--- config.mk ---
export PLATFORM = sky130hd
export DESIGN_NAME = resp_reply_deframer
export DESIGN_NICKNAME = d
export VERILOG_FILES = /design/src/sv/rrd_pkg.sv /design/src/sv/rrd_front.sv /design/src/sv/rrd_back.sv /design/src/sv/resp_reply_deframer.sv
export SDC_FILE = /design/constraint.sdc
export NUM_CORES = 1
export LEC_CHECK = 0
export ABC_AREA = 0
export BUFFER_PORTS_ARGS = -buffer_cell sky130_fd_sc_hd__buf_2
export CAP_MARGIN = 20
export CORE_MARGIN = 2
export CORE_UTILIZATION = 52
export CTS_CLUSTER_DIAMETER = 50
export DETAILED_ROUTE_END_ITERATION = 12
export PLACE_DENSITY = 0.7
export SYNTH_ARGS = -nofsm -noshare
export SYNTH_HDL_FRONTEND = slang
export SYNTH_SLANG_ARGS = --single-unit
export TNS_END_PERCENT = 30
--- constraint.sdc ---
create_clock -name aclk -period 5.8 [get_ports aclk]
set_clock_uncertainty 0.15 [all_clocks]
set_input_delay 0.29 -clock aclk [delete_from_list [all_inputs] [get_ports aclk]]
set_output_delay 0.29 -clock aclk [all_outputs]
set_load 0.02 [all_outputs]
--- src/sv/rrd_pkg.sv ---
// ============================================================================
// rrd_pkg - shared types and constants for the RESP2 reply deframer
// Byte codes, event and error codes, the classified-token record passed from
// the front end to the parser, and the result record on the output side.
// ============================================================================
package rrd_pkg;

    localparam int unsigned LENGTH_BITS_DEF = 32;
    localparam int unsigned COUNT_BITS_DEF  = 16;

    localparam int unsigned MAX_LEN_W   = 31;
    localparam int unsigned MAX_ELEM_W  = 16;
    localparam int unsigned CFG_DATA_W  = 31;
    localparam int unsigned ACC_W       = 32;
    localparam int unsigned INDEX_W     = 16;

    localparam logic [MAX_LEN_W-1:0]  MAX_LEN_RST  = 31'd536870912;
    localparam logic [MAX_ELEM_W-1:0] MAX_ELEM_RST = 16'd65535;

    // configuration register indexes
    localparam logic CFG_MAX_LEN  = 1'b0;
    localparam logic CFG_MAX_ELEM = 1'b1;

    localparam logic [7:0] CH_CR     = 8'h0D;
    localparam logic [7:0] CH_LF     = 8'h0A;
    localparam logic [7:0] CH_STAR   = 8'h2A;
    localparam logic [7:0] CH_DOLLAR = 8'h24;
    localparam logic [7:0] CH_COLON  = 8'h3A;
    localparam logic [7:0] CH_PLUS   = 8'h2B;
    localparam logic [7:0] CH_MINUS  = 8'h2D;
    localparam logic [7:0] CH_ZERO   = 8'h30;
    localparam logic [7:0] CH_NINE   = 8'h39;

    typedef enum logic [1:0] {
        EV_DATA  = 2'd0,
        EV_END   = 2'd1,
        EV_SKIP  = 2'd2,
        EV_ERROR = 2'd3
    } event_kind_t;

    typedef enum logic [2:0] {
        ERR_LEAD   = 3'd0,
        ERR_DIGITS = 3'd1,
        ERR_CRLF   = 3'd2,
        ERR_NESTED = 3'd3,
        ERR_LIMIT  = 3'd4
    } error_code_t;

    // one received byte with its character class worked out
    typedef struct packed {
        logic [7:0] rx_byte;
        logic [3:0] digit;
        logic       is_digit;
        logic       is_cr;
        logic       is_lf;
        logic       is_star;
        logic       is_dollar;
        logic       is_colon;
        logic       is_plus;
        logic       is_minus;
    } token_t;

    // queue head as seen by the parser
    typedef struct packed {
        logic   valid;
        token_t tok;
    } queue_head_t;

    typedef struct packed {
        event_kind_t        event_kind;
        logic [7:0]         data_byte;
        logic [INDEX_W-1:0] element_index;
        logic               element_null;
        logic               element_is_integer;
        logic               last_of_reply;
        error_code_t        error_code;
    } result_t;

endpackage

--- src/sv/rrd_front.sv ---
// ============================================================================
// rrd_front - byte intake and character classifier
// Accepts reply bytes, tags each with its character class and holds them in
// a two-word queue that the parser drains at its own pace.
// ============================================================================
module rrd_front (
    input  logic                aclk,
    input  logic                aresetn,
    input  logic                s_tvalid,
    output logic                s_tready,
    input  logic [7:0]          s_tdata,   // [7:0] rx_byte
    output rrd_pkg::queue_head_t head,
    input  logic                pop
);
    import rrd_pkg::*;

    token_t     q_mem [2];
    logic       wr_ptr_reg, wr_ptr_next;
    logic       rd_ptr_reg, rd_ptr_next;
    logic [1:0] count_reg, count_next;
    token_t     tok_in;
    logic       push;

    always_comb begin
        tok_in           = '0;
        tok_in.rx_byte   = s_tdata;
        tok_in.is_digit  = (s_tdata >= CH_ZERO) && (s_tdata <= CH_NINE);
        tok_in.digit     = s_tdata[3:0];
        tok_in.is_cr     = (s_tdata == CH_CR);
        tok_in.is_lf     = (s_tdata == CH_LF);
        tok_in.is_star   = (s_tdata == CH_STAR);
        tok_in.is_dollar = (s_tdata == CH_DOLLAR);
        tok_in.is_colon  = (s_tdata == CH_COLON);
        tok_in.is_plus   = (s_tdata == CH_PLUS);
        tok_in.is_minus  = (s_tdata == CH_MINUS);
    end

    assign s_tready   = (count_reg != 2'd2);
    assign push       = s_tvalid && s_tready;
    assign head.valid = (count_reg != 2'd0);
    assign head.tok   = q_mem[rd_ptr_reg];

    always_comb begin
        wr_ptr_next = wr_ptr_reg ^ push;
        rd_ptr_next = rd_ptr_reg ^ pop;
        count_next  = count_reg + {1'b0, push} - {1'b0, pop};
    end

    always_ff @(posedge aclk) begin
        if (push) begin
            q_mem[wr_ptr_reg] <= tok_in;
        end
    end

    always_ff @(posedge aclk) begin
        if (!aresetn) begin
            wr_ptr_reg <= 1'b0;
            rd_ptr_reg <= 1'b0;
            count_reg  <= 2'd0;
        end else begin
            wr_ptr_reg <= wr_ptr_next;
            rd_ptr_reg <= rd_ptr_next;
            count_reg  <= count_next;
        end
    end

    a_no_pop_empty: assert property (@(posedge aclk) disable iff (!aresetn)
        pop |-> count_reg != 2'd0)
        else $error("queue popped while empty");

    a_count_range: assert property (@(posedge aclk) disable iff (!aresetn)
        count_reg != 2'd3)
        else $error("queue count out of range");

    a_count_track: assert property (@(posedge aclk) disable iff (!aresetn)
        (push && !pop) |=> count_reg == $past(count_reg) + 2'd1)
        else $error("queue count lost a word");

endmodule

--- src/sv/rrd_back.sv ---
// ============================================================================
// rrd_back - RESP2 parser and result register
// Walks the reply grammar one classified byte per cycle while the output
// register can load, and loads at most one event per byte into it.
// ============================================================================
module rrd_back #(
    parameter int unsigned LENGTH_BITS = rrd_pkg::LENGTH_BITS_DEF,
    parameter int unsigned COUNT_BITS  = rrd_pkg::COUNT_BITS_DEF
) (
    input  logic                          aclk,
    input  logic                          aresetn,
    input  rrd_pkg::queue_head_t          head,
    output logic                          pop,
    input  logic [rrd_pkg::MAX_LEN_W-1:0] max_element_len,
    input  logic [rrd_pkg::MAX_ELEM_W-1:0] max_elements,
    output logic                          out_valid,
    input  logic                          out_ready,
    output rrd_pkg::result_t              out_data
);
    import rrd_pkg::*;

    typedef enum logic [3:0] {
        PH_IDLE, PH_STATUS, PH_STATUS_CR, PH_CNT_FIRST, PH_CNT_DIGITS,
        PH_CNT_CR, PH_ELEM_LEAD, PH_LEN_FIRST, PH_LEN_DIGITS, PH_LEN_CR,
        PH_BULK_DATA, PH_TRAIL1, PH_TRAIL2, PH_INT_LINE, PH_INT_CR
    } phase_t;

    phase_t                 phase_reg, phase_next;
    logic [ACC_W-1:0]       acc_reg, acc_next;
    logic                   neg_reg, neg_next;
    logic [COUNT_BITS-1:0]  left_reg, left_next;
    logic [COUNT_BITS-1:0]  pos_reg, pos_next;
    logic [LENGTH_BITS-1:0] bytes_reg, bytes_next;
    logic [1:0]             flags_reg, flags_next;

    logic                   out_valid_reg;
    result_t                out_data_reg;

    token_t                 tok;
    logic                   can_load;
    logic                   emit;
    result_t                res;
    logic                   do_end;
    logic                   do_fail;
    error_code_t            fail_code;
    logic [ACC_W+3:0]       acc_wide;
    logic [ACC_W-1:0]       acc_step;
    logic [LENGTH_BITS-1:0] bytes_dec;
    logic [COUNT_BITS-1:0]  left_dec;
    logic [INDEX_W-1:0]     pos_idx;
    logic                   count_over;
    logic                   len_over;

    assign tok      = head.tok;
    assign can_load = !out_valid_reg || out_ready;
    assign pop      = head.valid && can_load;
    assign pos_idx  = INDEX_W'(pos_reg);

    // times ten plus digit, saturating at all ones
    always_comb begin
        acc_wide = ({4'b0000, acc_reg} << 3) + ({4'b0000, acc_reg} << 1)
                 + {{ACC_W{1'b0}}, tok.digit};
        acc_step = (acc_wide[ACC_W+3:ACC_W] != 4'b0000) ? '1 : acc_wide[ACC_W-1:0];
    end

    assign count_over = (acc_reg > {{(ACC_W-MAX_ELEM_W){1'b0}}, max_elements})
                     || ((acc_reg >> COUNT_BITS) != '0);
    assign len_over   = (acc_reg > {{(ACC_W-MAX_LEN_W){1'b0}}, max_element_len})
                     || ((acc_reg >> LENGTH_BITS) != '0);
    assign bytes_dec  = (bytes_reg != '0) ? bytes_reg - 1'b1 : bytes_reg;
    assign left_dec   = (left_reg != '0) ? left_reg - 1'b1 : left_reg;

    always_comb begin
        phase_next = phase_reg;
        acc_next   = acc_reg;
        neg_next   = neg_reg;
        left_next  = left_reg;
        pos_next   = pos_reg;
        bytes_next = bytes_reg;
        flags_next = flags_reg;
        emit       = 1'b0;
        res        = '0;
        res.event_kind = EV_DATA;
        res.error_code = ERR_LEAD;
        do_end     = 1'b0;
        do_fail    = 1'b0;
        fail_code  = ERR_LEAD;

        case (phase_reg)
            PH_IDLE: begin
                if (tok.is_star) begin
                    acc_next   = '0;
                    neg_next   = 1'b0;
                    phase_next = PH_CNT_FIRST;
                end else if (tok.is_plus || tok.is_minus) begin
                    phase_next = PH_STATUS;
                end else begin
                    do_fail = 1'b1;
                end
            end
            PH_STATUS: begin
                if (tok.is_cr) begin
                    phase_next = PH_STATUS_CR;
                end
            end
            PH_STATUS_CR: begin
                if (!tok.is_lf) begin
                    do_fail   = 1'b1;
                    fail_code = ERR_CRLF;
                end else begin
                    phase_next     = PH_IDLE;
                    acc_next       = '0;
                    neg_next       = 1'b0;
                    left_next      = '0;
                    pos_next       = '0;
                    bytes_next     = '0;
                    flags_next     = '0;
                    emit           = 1'b1;
                    res.event_kind = EV_SKIP;
                end
            end
            PH_CNT_FIRST, PH_LEN_FIRST: begin
                if (tok.is_minus && !neg_reg) begin
                    neg_next = 1'b1;
                end else if (!tok.is_digit) begin
                    do_fail   = 1'b1;
                    fail_code = ERR_DIGITS;
                end else begin
                    acc_next   = acc_step;
                    phase_next = (phase_reg == PH_CNT_FIRST) ? PH_CNT_DIGITS : PH_LEN_DIGITS;
                end
            end
            PH_CNT_DIGITS, PH_LEN_DIGITS: begin
                if (tok.is_digit) begin
                    acc_next = acc_step;
                end else if (!tok.is_cr) begin
                    do_fail   = 1'b1;
                    fail_code = ERR_DIGITS;
                end else begin
                    phase_next = (phase_reg == PH_CNT_DIGITS) ? PH_CNT_CR : PH_LEN_CR;
                end
            end
            PH_CNT_CR: begin
                if (!tok.is_lf) begin
                    do_fail   = 1'b1;
                    fail_code = ERR_CRLF;
                end else if (neg_reg) begin
                    do_fail   = 1'b1;
                    fail_code = ERR_NESTED;
                end else if (acc_reg == '0) begin
                    // empty array: skip the reply
                    phase_next     = PH_IDLE;
                    acc_next       = '0;
                    neg_next       = 1'b0;
                    left_next      = '0;
                    pos_next       = '0;
                    bytes_next     = '0;
                    flags_next     = '0;
                    emit           = 1'b1;
                    res.event_kind = EV_SKIP;
                end else if (count_over) begin
                    do_fail   = 1'b1;
                    fail_code = ERR_LIMIT;
                end else begin
                    left_next  = acc_reg[COUNT_BITS-1:0];
                    pos_next   = '0;
                    acc_next   = '0;
                    phase_next = PH_ELEM_LEAD;
                end
            end
            PH_ELEM_LEAD: begin
                flags_next = '0;
                acc_next   = '0;
                neg_next   = 1'b0;
                if (tok.is_dollar) begin
                    phase_next = PH_LEN_FIRST;
                end else if (tok.is_colon) begin
                    flags_next = 2'b10;
                    phase_next = PH_INT_LINE;
                end else begin
                    do_fail   = 1'b1;
                    fail_code = tok.is_star ? ERR_NESTED : ERR_LEAD;
                end
            end
            PH_LEN_CR: begin
                if (!tok.is_lf) begin
                    do_fail   = 1'b1;
                    fail_code = ERR_CRLF;
                end else if (neg_reg) begin
                    // only minus one is a null element
                    if (acc_reg != {{(ACC_W-1){1'b0}}, 1'b1}) begin
                        do_fail   = 1'b1;
                        fail_code = ERR_DIGITS;
                    end else begin
                        flags_next = 2'b01;
                        do_end     = 1'b1;
                    end
                end else if (len_over) begin
                    do_fail   = 1'b1;
                    fail_code = ERR_LIMIT;
                end else begin
                    bytes_next = acc_reg[LENGTH_BITS-1:0];
                    acc_next   = '0;
                    phase_next = (acc_reg != '0) ? PH_BULK_DATA : PH_TRAIL1;
                end
            end
            PH_BULK_DATA: begin
                bytes_next        = bytes_dec;
                if (bytes_dec == '0) begin
                    phase_next = PH_TRAIL1;
                end
                emit              = 1'b1;
                res.event_kind    = EV_DATA;
                res.data_byte     = tok.rx_byte;
                res.element_index = pos_idx;
            end
            PH_TRAIL1: begin
                phase_next = PH_TRAIL2;
            end
            PH_TRAIL2: begin
                do_end = 1'b1;
            end
            PH_INT_LINE: begin
                if (tok.is_cr) begin
                    phase_next = PH_INT_CR;
                end else begin
                    emit                   = 1'b1;
                    res.event_kind         = EV_DATA;
                    res.data_byte          = tok.rx_byte;
                    res.element_index      = pos_idx;
                    res.element_is_integer = 1'b1;
                end
            end
            PH_INT_CR: begin
                if (!tok.is_lf) begin
                    do_fail   = 1'b1;
                    fail_code = ERR_CRLF;
                end else begin
                    do_end = 1'b1;
                end
            end
            default: begin
                phase_next = PH_IDLE;
                acc_next   = '0;
                neg_next   = 1'b0;
                left_next  = '0;
                pos_next   = '0;
                bytes_next = '0;
                flags_next = '0;
            end
        endcase

        if (do_end) begin
            emit                   = 1'b1;
            res                    = '0;
            res.event_kind         = EV_END;
            res.error_code         = ERR_LEAD;
            res.element_index      = pos_idx;
            res.element_null       = flags_next[0];
            res.element_is_integer = flags_next[1];
            res.last_of_reply      = (left_reg <= {{(COUNT_BITS-1){1'b0}}, 1'b1});
            left_next  = left_dec;
            flags_next = '0;
            acc_next   = '0;
            neg_next   = 1'b0;
            bytes_next = '0;
            if (left_dec == '0) begin
                pos_next   = '0;
                phase_next = PH_IDLE;
            end else begin
                pos_next   = pos_reg + 1'b1;
                phase_next = PH_ELEM_LEAD;
            end
        end

        if (do_fail) begin
            emit           = 1'b1;
            res            = '0;
            res.event_kind = EV_ERROR;
            res.error_code = fail_code;
            phase_next     = PH_IDLE;
            acc_next       = '0;
            neg_next       = 1'b0;
            left_next      = '0;
            pos_next       = '0;
            bytes_next     = '0;
            flags_next     = '0;
        end
    end

    always_ff @(posedge aclk) begin
        if (!aresetn) begin
            phase_reg     <= PH_IDLE;
            acc_reg       <= '0;
            neg_reg       <= 1'b0;
            left_reg      <= '0;
            pos_reg       <= '0;
            bytes_reg     <= '0;
            flags_reg     <= '0;
            out_valid_reg <= 1'b0;
        end else begin
            if (pop) begin
                phase_reg <= phase_next;
                acc_reg   <= acc_next;
                neg_reg   <= neg_next;
                left_reg  <= left_next;
                pos_reg   <= pos_next;
                bytes_reg <= bytes_next;
                flags_reg <= flags_next;
            end
            if (can_load) begin
                out_valid_reg <= pop && emit;
            end
        end
    end

    always_ff @(posedge aclk) begin
        if (pop && emit) begin
            out_data_reg <= res;
        end
    end

    assign out_valid = out_valid_reg;
    assign out_data  = out_data_reg;

    a_bulk_nonzero: assert property (@(posedge aclk) disable iff (!aresetn)
        phase_reg == PH_BULK_DATA |-> bytes_reg != '0)
        else $error("bulk data phase with no bytes left");

    a_elems_live: assert property (@(posedge aclk) disable iff (!aresetn)
        (phase_reg == PH_ELEM_LEAD || phase_reg == PH_TRAIL2 || phase_reg == PH_INT_CR)
        |-> left_reg != '0)
        else $error("element phase with no elements left");

    a_data_source: assert property (@(posedge aclk) disable iff (!aresetn)
        (pop && emit && res.event_kind == EV_DATA)
        |-> (phase_reg == PH_BULK_DATA || phase_reg == PH_INT_LINE))
        else $error("data word outside a payload phase");

    a_idle_clean: assert property (@(posedge aclk) disable iff (!aresetn)
        phase_reg == PH_IDLE |-> (left_reg == '0 && pos_reg == '0))
        else $error("idle parser holds array state");

endmodule

--- src/sv/resp_reply_deframer.sv ---
// ============================================================================
// resp_reply_deframer - RESP2 array reply deframer
// Splits a byte stream of server replies into element payload words and
// element-end, skip and error events.
// ============================================================================
// Usage:
//   s_ channel: one reply byte per word in s_tdata.
//   m_ channel: one event per word; m_tuser is the event kind, m_tlast marks
//     the element end that closes an array reply.
//   cfg_we/cfg_addr/cfg_wdata: length and count limits, written while idle.
// Each byte passes the queue and the parser; its event is registered for m_.
// Throughput: one byte per cycle while m_tready is high; the parser retires
//   one queued byte per cycle and emits at most one event for it.
// A two-word queue sits between the classifier and the parser, and the
//   event register holds its word while m_tready is low; s_tready drops only
//   once the queue is full.
// Reset (aresetn low, synchronous) empties the queue and output register,
//   returns the parser to waiting for a reply lead byte and restores the
//   default limits.
// Bad input, bulk trailers aside, yields one error event and a restart at idle.
// ============================================================================
module resp_reply_deframer #(
    parameter int unsigned LENGTH_BITS = rrd_pkg::LENGTH_BITS_DEF,
    parameter int unsigned COUNT_BITS  = rrd_pkg::COUNT_BITS_DEF
) (
    input  logic                           aclk,
    input  logic                           aresetn,
    input  logic                           s_tvalid,
    output logic                           s_tready,
    input  logic [7:0]                     s_tdata,   // [7:0] rx_byte
    output logic                           m_tvalid,
    input  logic                           m_tready,
    // [7:0] data_byte, [23:8] element_index, [24] element_null,
    // [25] element_is_integer, [28:26] error_code, [31:29] zero
    output logic [31:0]                    m_tdata,
    output logic [1:0]                     m_tuser,   // [1:0] event_kind
    output logic                           m_tlast,   // last_of_reply
    input  logic                           cfg_we,
    input  logic                           cfg_addr,
    input  logic [rrd_pkg::CFG_DATA_W-1:0] cfg_wdata
);
    import rrd_pkg::*;

    logic [MAX_LEN_W-1:0]  max_len_reg;
    logic [MAX_ELEM_W-1:0] max_elem_reg;
    queue_head_t           head;
    logic                  pop;
    result_t               res;

    always_ff @(posedge aclk) begin
        if (!aresetn) begin
            max_len_reg  <= MAX_LEN_RST;
            max_elem_reg <= MAX_ELEM_RST;
        end else if (cfg_we) begin
            case (cfg_addr)
                CFG_MAX_LEN:  max_len_reg  <= cfg_wdata[MAX_LEN_W-1:0];
                CFG_MAX_ELEM: max_elem_reg <= cfg_wdata[MAX_ELEM_W-1:0];
                default:      max_len_reg  <= max_len_reg;
            endcase
        end
    end

    rrd_front u_front (
        .aclk     (aclk),
        .aresetn  (aresetn),
        .s_tvalid (s_tvalid),
        .s_tready (s_tready),
        .s_tdata  (s_tdata),
        .head     (head),
        .pop      (pop)
    );

    rrd_back #(
        .LENGTH_BITS (LENGTH_BITS),
        .COUNT_BITS  (COUNT_BITS)
    ) u_back (
        .aclk            (aclk),
        .aresetn         (aresetn),
        .head            (head),
        .pop             (pop),
        .max_element_len (max_len_reg),
        .max_elements    (max_elem_reg),
        .out_valid       (m_tvalid),
        .out_ready       (m_tready),
        .out_data        (res)
    );

    assign m_tdata = {3'b000, res.error_code, res.element_is_integer,
                      res.element_null, res.element_index, res.data_byte};
    assign m_tuser = res.event_kind;
    assign m_tlast = res.last_of_reply;

endmodule
Yosys cells after proc, flatten, opt, wreduce, memory -nomap -nowiden
Memory sizes are Yosys's and may differ from the RTL's. A register that Yosys moved wholly into a read port is not among the register bits.
Cells that the tools add are included.
Widths: inputs -> output; s select.
{"block": "totals", "regBits": 187, "ram_bits": 40, "input_bits": 45, "memories": 1}
{"block": "classes", "add_sub_neg": 7, "magnitude_cmp": 5, "eq_ne": 47, "n_mux": 147, "bitwise_logic": 4, "reduce_logical": 38}
{"name": "u_front.q_mem", "words": 2, "width": 20, "read_ports": 1, "rd_clocked_by_memory_dff": 1, "wr": 1, "line_no": "rrd_front.sv:17", "text": "token_t q_mem [2];"}
{"operator": "$mux 32", "n": 24}
{"operator": "$mux 16", "n": 15}
{"operator": "$pmux 32 s7", "n": 1}
{"operator": "$pmux 32 s5", "n": 1}
{"operator": "$pmux 16 s3", "n": 2}
{"operator": "$reduce_bool 32->1", "n": 3}
{"operator": "$mux 4", "n": 23}
{"operator": "$logic_not 32->1", "n": 2}
{"operator": "$pmux 24 s2", "n": 1}
{"operator": "$pmux 4 s12", "n": 1}
{"operator": "$ne 4x1->1 const B", "n": 11}
{"operator": "$mux 1", "n": 41}
{"operator": "$eq 8x6->1 const B", "n": 5}
{"operator": "$mux 3", "n": 13}
{"operator": "$add 35x33->36", "n": 1}
{"operator": "$add 36x4->36", "n": 1}
{"operator": "$mux 2", "n": 17}
{"operator": "$gt 32x16->1", "n": 1}
{"operator": "$gt 32x31->1", "n": 1}
{"operator": "$ne 32x1->1 const B", "n": 1}
{"operator": "$sub 32x1->32 const B", "n": 1}
{"operator": "$eq 4x4->1 const B", "n": 7}
{"operator": "$mux 24", "n": 1}
{"operator": "$reduce_or 11->1", "n": 2}
{"operator": "43 further kinds", "n": 72}

Logic depth before layout (Yosys ltp)
{"block": "logic_depth", "depth_word": 9, "depth_mapped": 18, "ltp_nobuf": 15}

Cells and area by module
From an unflattened synthesis, not the netlist that was laid out.
{"block": "unflattened", "hier_cells": 1690, "hier_area_um2": 14470.1}
{"module": "rrd_back", "instances": 1, "cells_each": 1385, "area_per_inst_um2": 10921.7, "seq_area_each_um2": 3042.9}
{"module": "resp_reply_deframer", "instances": 1, "cells_each": 213, "area_per_inst_um2": 2013.2, "seq_area_each_um2": 940.9}
{"module": "rrd_front", "instances": 1, "cells_each": 92, "area_per_inst_um2": 1535.2, "seq_area_each_um2": 1061.0}

Worst setup path after synthesis
No wires, ideal clock.
{"block": "synth_timing", "path_kind": "register -> register", "start": "register with a tool-made name", "end": "register u_back.acc_reg[27]", "setup_time_ps": 60, "t_arrival_ps": 4732, "setup_slack_ps": 858, "stages_incl_launch_ff": 18, "n_path_buf": 3, "period_less_slack_ps": 4942, "path_cell_list": "dfxtp_1 -> buf_2 -> buf_2 -> mux2_2 -> fa_1 -> ha_1 -> a21oi_1 -> o2111ai_1 -> a2111oi_0 -> o31ai_1 -> a22oi_1 -> nor3b_1 -> nand4_1 -> a31oi_1 -> mux2_2 -> a41oi_1 -> clkbuf_1 -> a221o_1"}
{"item": "end signal: assignment", "line_no": "rrd_back.sv:304", "text": "acc_reg <= acc_next;"}
{"item": "end: declaration", "line_no": "rrd_back.sv:29", "text": "logic [ACC_W-1:0] acc_reg, acc_next;"}

==> qor.yml <==
cap_violations: 0
port_buffers: 78
yosys_warnings: 0
synthesis.area_sq_um: 13800
grt_max_degree: 59
htreeDepth: 1
antennaDiodeCount: 0
end_kind: "flop"
rsz0062_at_grt: "false"
cpMostUsedCell: "o21ai_0"
cts_buffers: 30
cts.clk_slew.worst_paths_ps: 60
syn_avg_cell_area_sq_um: 8.54
multiInputGateArea_sq_um: 8130
core_area_sq_um: 26000
min_period_over_period_pct: 90.0
drc_errors: 0
area_delta_synth_final_pct: 15.3
drive_above_1_share_pct: 11.0
cts_setup_buffers: 0
worst_slew_pin_slew_ps: 865
n_fill_cell: 2228
finalSetupViolCount: 0
cts_tree: "yes"
first_pass_iters: 5
leakage_nw: 6.64
max_freq_ghz: 0.192
die-height_um: 167
grt_overflow: 0
nets: 1861
dieArea_sq_um: 27800
topRoutingLayerUsed: "met4"
yosysTopAreaCell: "dfxtp_1"
cts.path.max_buffers: 3
preCtsSetupSlack_ps: 645
criticalPathCategory: "flop to flop"
wire_per_inst_um: 18.1
grt_pass1_wl_um: 60600
ant_nets: 0
design.portCount: 82
whs_ps: 85.6
start_kind: "flop"
power_frac_comb_pct: 32.8
critPathArrivalTime_ps: 5500
wl_met3_um: 2580
worstPathMaxFanout: 32
num_vias: 12400
switchingPower_w: 0.00211
wl_met1_um: 16800
dp_cells: 1955
synth_edf_count: 64
synth-seq-cells: 220
peakVddDrop_mv: 0.378
hold_class: "input port to flop"
dp_hpwl_um: 25700
avgViaCountPerCell: 6.04
max_stage_delay_ps: 520
ys_seq_area_share_pct: 36.7
grt_antenna_before_repair: 0
hold_viol: 0
drt-initial-drc-count: 1298
synth_area_leaders: "dfxtp_1 23%, edfxtp_1 14%, ha_1 11%, nand2_1 6.0%, a21oi_1 4.0%"
switching_share_pct: 37.8
initial_core_util_pct: 52.9
synth_ff_type: "dfxtp_1"
crit_required_ps: 6080
yosysTopAreaCellShare_pct: 22.7
gp_congestion: 0.963
crit_chain: "buf_4, mux2_2, ha_1, ha_1, fa_1, a211oi_1, o21ai_0, o21ai_0, o21ai_0, a21oi_1, o311ai_0, o22ai_1, xnor2_1, nor3_1, a41oi_2, buf_4, a221o_1"
grt_usage_pct: 26.1
cts_num_sinks: 220
slew_headroom_pct: 42.3
power_density_nw_per_um2: 353
wl_um: 37100
status: "finished clean"
die_x_um: 167
cts_root_buffer: "clkbuf_16"
grt_pass1_vias: 11900
drv_slew: 0
setup_ws_ps: 583
regArea_sq_um: 5040
final_cells: 2053
power.share.clock_pct: 33.0
cts_resized: 0
final.setup.tns_ps: 0
placementRows: 59
p_seq_share_pct: 34.1
met2_length_um: 17000
fin_crit_ps: 5220
critPathSlowestCell: "dfxtp_1"
p_int_w: 0.00348
synth.distinct_cells: 86
synthArstFlopShare_pct: 0
synthCells: 1611
insertion_delay_ps: 560
[final cells by class]
type / instances / area share (%)
Multi-Input combinational cell: 1234 / 51.3
Sequential cell: 220 / 31.8
Timing Repair Buffer: 139 / 6.23
Clock buffer: 34 / 4.95
Tap cell: 335 / 2.64
Inverter: 69 / 1.63
Clock inverter: 22 / 1.48
[power groups by stage]
stage	clock (W)	sequential [W]	combinational (W)
2_1_floorplan	0	0.00197	0.00123
3_3_place_gp	0	0.00193	0.00174
3_5_place_dp	0	0.00194	0.00176
4_1_cts	0.00187	0.00191	0.00180
5_1_grt	0.00193	0.00193	0.00202
6_report	0.00185	0.00191	0.00184
[worst paths after layout]
check,cells past startpoint,slack [ps],from,to
setup reg to reg,17,580,flop,u_back.acc_reg[24]
hold reg to reg,2,310,max_len_reg[14],max_len_reg[14]
setup / recovery,17,580,flop,u_back.acc_reg[24]
hold / removal,4,90,s_tvalid,u_front.wr_ptr_reg
[routing by layer]
metal  vias up  global-route usage [%]
li1       6047                       -
met1      5835                    36.6
met2       456                    42.3
met3        63                    4.06
met4         0                    6.63
met5         -                       0
[critical path: cells and delay by family (launching register included)]
kind | cells | cell delay (ps)
AO/OA/AOI/OAI | 9 | 2170
XOR/XNOR | 1 | 90
buffers and inverters | 2 | 570
flip-flops | 1 | 520
AND/OR/NAND/NOR | 1 | 190
adder cells (fa/ha/maj) | 3 | 960
multiplexers | 1 | 390
[what timing repair did]
action | in CTS | in global routing
hold endpoints to repair | 66 | 0
setup endpoints to repair | 0 | 0
hold buffers | 40 | 0
[cells in the final DEF (no fill, tap or decap), drive strengths merged, types with 8 or more instances in the layout]
cell type    count
or4              9
clkinv          10
a31oi           12
mux2i           18
a22oi           15
o211ai          25
nand2          221
o2bb2ai          8
nand4           40
nand3           40
a21oi          111
nor4            28
xor2            27
nor2           129
inv             75
a21o            24
dlygate4sd3     40
dfxtp          156
o21ai          101
clkbuf          34
ha             120
xnor2           47
or3             14
a221o           29
buf             99
nor3            30
a211oi          10
nand2b          13
edfxtp          64
nor2b           34
o21a             8
[stage by stage]
stage / utilization (%) / cell area [sq um] / total power [W]
after global placement: 55.3 / 14400 / 0.00367
after detailed placement: 55.4 / 14400 / 0.00370
after global routing: 61.0 / 15900 / 0.00587
after CTS: 60.8 / 15800 / 0.00557
after floorplan: - / 13800 / 0.00321
final: 61.0 / 15900 / 0.00559
[synth_stat cells (10+ instances only)]
cell / n
a211oi_1: 10
a21o_1: 23
a21oi_1: 111
a221o_1: 29
a22oi_1: 15
a31oi_1: 12
clkbuf_1: 69
dfxtp_1: 156
edfxtp_1: 64
ha_1: 120
inv_1: 68
mux2i_1: 18
nand2_1: 221
nand2b_1: 13
nand3_1: 39
nand4_1: 40
nor2_1: 128
nor2b_1: 33
nor3_1: 29
nor4_1: 28
o211ai_1: 24
o21ai_0: 99
or3_1: 12
xnor2_1: 47
xor2_1: 27
[logic make-up after synthesis]
kind of cell	after synthesis	synth area share, %
buf+inv	159	4.66
compound gates	409	19.6
mux	25	1.88
fa+ha+maj	122	11.2
xor+xnor	74	4.71
flops	220	36.7
other cells	1	0.0273
simple gates	601	21.2
Note: power is estimated with default switching activity, not from simulation.
